`src/rtl/c2dgd_ram.sv`:
```
// Generic single-port-write, one-port-read RAM with registered read data.
module c2dgd_ram #(
  parameter int WIDTH = 16,
  parameter int DEPTH = 16
) (
  input  logic                     clk,
  input  logic                     we,
  input  logic [$clog2(DEPTH)-1:0] waddr,
  input  logic [WIDTH-1:0]         wdata,
  input  logic [$clog2(DEPTH)-1:0] raddr,
  output logic [WIDTH-1:0]         rdata
);
  logic [WIDTH-1:0] mem [DEPTH];
  always_ff @(posedge clk) begin
    if (we) begin
      mem[waddr] <= wdata;
    end
    rdata <= mem[raddr];
  end
endmodule

```
`config.mk`:
```
export PLATFORM = sky130hd
export DESIGN_NAME = c2dgd_ram
export DESIGN_NICKNAME = d
export VERILOG_FILES = /design/src/rtl/c2dgd_ram.sv
export SDC_FILE = /design/constraint.sdc
export NUM_CORES = 1
export LEC_CHECK = 0
export BUFFER_PORTS_ARGS = -buffer_cell sky130_fd_sc_hd__clkbuf_2
export CORE_ASPECT_RATIO = 1.25
export CORE_MARGIN = 1.5
export CORE_UTILIZATION = 55
export DETAILED_ROUTE_END_ITERATION = 10
export PLACE_DENSITY = 0.79
export SLEW_MARGIN = 20
export SYNTH_ARGS = -nofsm -noshare
export SYNTH_HDL_FRONTEND = slang
export SYNTH_SLANG_ARGS = --single-unit
```
`constraint.sdc`:
```
create_clock -name clk -period 5.5 [get_ports clk]
set_input_delay 0.275 -clock clk [delete_from_list [all_inputs] [get_ports clk]]
set_output_delay 0.275 -clock clk [all_outputs]
set_load 0.03 [all_outputs]
```
; ---- After elaboration in Yosys (flattened, before gate mapping)
; Memories as Yosys holds them, arrays and structs flattened. A register that Yosys moved wholly into a read port is not among the register bits.
; Cells that the tools add are included.
[totals]
register_bits = 0
latchBits = 0
ram_bits = 256
rom_bits = 0
input_bits = 26
word_cells = 3
n_memories = 1
[classes]
addsub = 0
multipliers = 0
div = 0
order_cmp = 0
n_eq_ne = 0
shift = 0
muxes = 2
bitwise = 0
reduce_logical = 0
[memory_table]
columns = memory, words, word_bits, rd, rd_clocked_by_memory_dff, wr, line
row1 = mem, 16, 16, 1, 1, 1, 13  ; logic [WIDTH-1:0] mem [DEPTH];
[op_table]
columns = operator, count
row1 = 1-bit 2-to-1 mux, 2

; ---- Longest topological paths before layout
[depth]
ltp_word = 2
depth_mapped = 5

; ---- Worst setup path before layout
; OpenSTA, ideal clock, no wires.
[synth_path]
path_kind = in2reg
startpoint = input port waddr[2]
endpoint = memory mem[0][0] (enable)
setup_ps = 409
arrival_ps = 1921
required_ps = 5091
slack_ps = 3170
cell_stages = 2
path_cell_list = or3b_2 nor3_1
[synth_lines]
columns = element, line
row1 = start: declaration, 8  ; input logic [$clog2(DEPTH)-1:0] waddr,
row2 = end: declaration, 13
; No word-level cell before the write port.

==> flow_summary.ini <==
[status]
outcome = complete, no violations

[clocking]
max-clock-path-buffers = 3
clock-sinks = 272
post-cts-setup-buffers = 0
clkTransAtPathRegs_ns = 0.07
cts.htree.levels = 1
cts_buffers = 24
cts_resized = 0
hold_buffers = 0
cts_tree = yes
cts-root-buf = clkbuf_16
clock_latency_ns = 0.51

[yosys]
yosys-top-cells-count = edfxtp_1 (256), mux4_2 (54), a22oi_1 (32)
synth-seq-cells = 272
synth_ff_type = edfxtp_1
syn_nets = 458
ys_seq_area_share_pct = 79.7
yosys_warnings = 0
syn_area_per_cell_sq_um = 23.2
synth_area_leaders = edfxtp_1 (77%), mux4_2 (12%), dfxtp_1 (3.2%), mux4_1 (2.6%), a22oi_1 (2.4%)
netlist_instances = 432
yosysMostFrequentCell = edfxtp_1
synthArstFlopShare_pct = 0
synthDistinctLibCells = 19
synth_top_area_share_pct = 76.5
netlist_area_sq_um = 10000
yosysTopAreaCell = edfxtp_1
synth_edf_count = 256

[critical_path]
crit_start = raddr[0]
cp_top_family = buffers and inverters
r2r-start = mem[0][3]
slowest_stage = mux4_1
path_max_fanout = 33
cp.depth = 5
critPathRequiredTime_ns = 5.89
cp-start-kind = input port
regToRegSetupSlack_ns = 4.12
arrival_ns = 2.45
cp_num_buf_inv = 2
crit_path_end_kind = flip-flop
endpoint = rdata[9]
max_stage_delay_ns = 0.67
crit_type = input port to flip-flop
r2r-end = rdata[3]
r2r_cells = 3
crit_chain = buf_4, buf_4, mux4_1, a22oi_1, nand2_1
crit_top_cell = buf_4

[floorplanning]
rows = 55
start_util_pct = 55.7
die_w_um = 124
coreArea_sq_um = 18000
io_pins = 42
die_h_um = 154
die_area_sq_um = 19100

[route]
vias = 4645
drc = 0
totalWireLength_um = 19900
wl_per_cell_um = 26.8
dr.pass1.iters = 5
via_per_inst = 6.26
first_iter_violations = 518
final_antenna_net_count = 0

[cells_and_area]
area_growth_pct = 13.7
register_area_sq_um = 8010
fin_util_pct = 63.3
multi_input_area_sq_um = 1980
n_fill_cell = 1155
n_antenna_cell = 0
nets = 522
drive_gt1_share_pct = 31.9

[sta]
period_needed_ns = 2.06
tightestPinTransition_ns = 0.922
finalHoldViolCount = 0
period_share_pct = 37.4
finClkSkew_ns = 0.0117
tns_ns = 0
rsz0062_at_grt = no
max_slew_margin_pct = 38.6
fmax_mhz = 486
setup_viol = 0
finalMaxSlewViolations = 0

[power_and_ir_drop]
power_leakage_nw = 3.73
peakVddDrop_mv = 0.242
powerDensity_nw_per_um2 = 373

[global_routing]
grt_usage_pct = 22.1
grt_pass1_vias = 4840
grt_pass1_wl_um = 29800
antenna_found_initial = 0
grt-ovfl-total = 0
grt_max_degree = 65

[place]
portBuffers = 41
gp_congestion = 0.722
dp_hpwl_um = 10500

[worst_hold_path]
hold_class = input port to flip-flop

[flow_run]
cap_violations = 0
## cell families after synthesis
logic type / after synthesis / synth area share [%]
DFF: 272 / 79.7
muxes: 64 / 14.7
and+or+nand+nor: 43 / 1.92
AOI/OAI and AO/OA: 32 / 2.39
buffers and inverters: 21 / 1.23
## area by class of cell
class	count	area share (%)
well taps	228	2.50
repair buffers	59	3.00
clock inverters	8	1.05
flip-flops and latches	272	70.1
multi-input cells	139	17.3
clock buffers	36	6.02
## flip-flops by register name (all words and copies together), names as in the netlist
name and flops:
mem 256, rdata 16
## per-stage QoR
stage	cell area, sq um	std cells	power (W)	worst slack (ns)	hold slack, ns
finish	11400	742	0.00425	3.44	0.154
detailed placement	10600	698	0.00260	2.97	0.663
floorplan	10000	432	0.00251	3.17	0.374
global route	11400	742	0.00437	3.23	0.179
global placement	10600	698	0.00259	3.01	0.649
CTS	11400	742	0.00428	3.41	0.150
## how the worst min path moves through the flow
stage | start | endpoint | depth (start not counted)
after floorplan | wdata[0] | mem[0][0] | 0
after global placement | wdata[4] | mem[6][4] | 1
after detailed placement | mem[14][3] | rdata[3] | 3
after CTS | wdata[13] | mem[10][13] | 1
after global routing | wdata[13] | mem[10][13] | 1
final | wdata[10] | mem[4][10] | 1
## metal layers
metal,global-route usage [%],vias up,part of all wire [%]
met2,35.8,220,52
met1,31.2,2436,39
met3,4.01,23,7.0
met5,0,-,0
met4,6.79,0,1.8
li1,-,1966,-
## power by group
group	leakage, nW	switching (W)	internal, W	total [W]
combinational	0.889	0.000140	0.0000834	0.000223
sequential	2.45	0.0000146	0.00232	0.00233
clock	0.389	0.000693	0.00101	0.00170
## placed cells by master, fill, tap and decap left out
master      count
a22oi_1        32
and2_1          1
buf_4          19
bufinv_16       3
clkbuf_1        9
clkbuf_16      25
clkbuf_2       40
clkbuf_8        2
clkinv_1        1
clkinv_2        2
clkinv_4        1
clkinvlp_4      1
dfxtp_1        16
edfxtp_1      256
mux4_1         10
mux4_2         54
nand2_1        17
nand2b_1        2
nand3_1         1
nand3b_1        2
nor2_1          1
nor2_2          9
nor2_4          3
nor2b_1         2
nor3_2          4
or3b_2          1
Power figures use the tool's default switching activity.
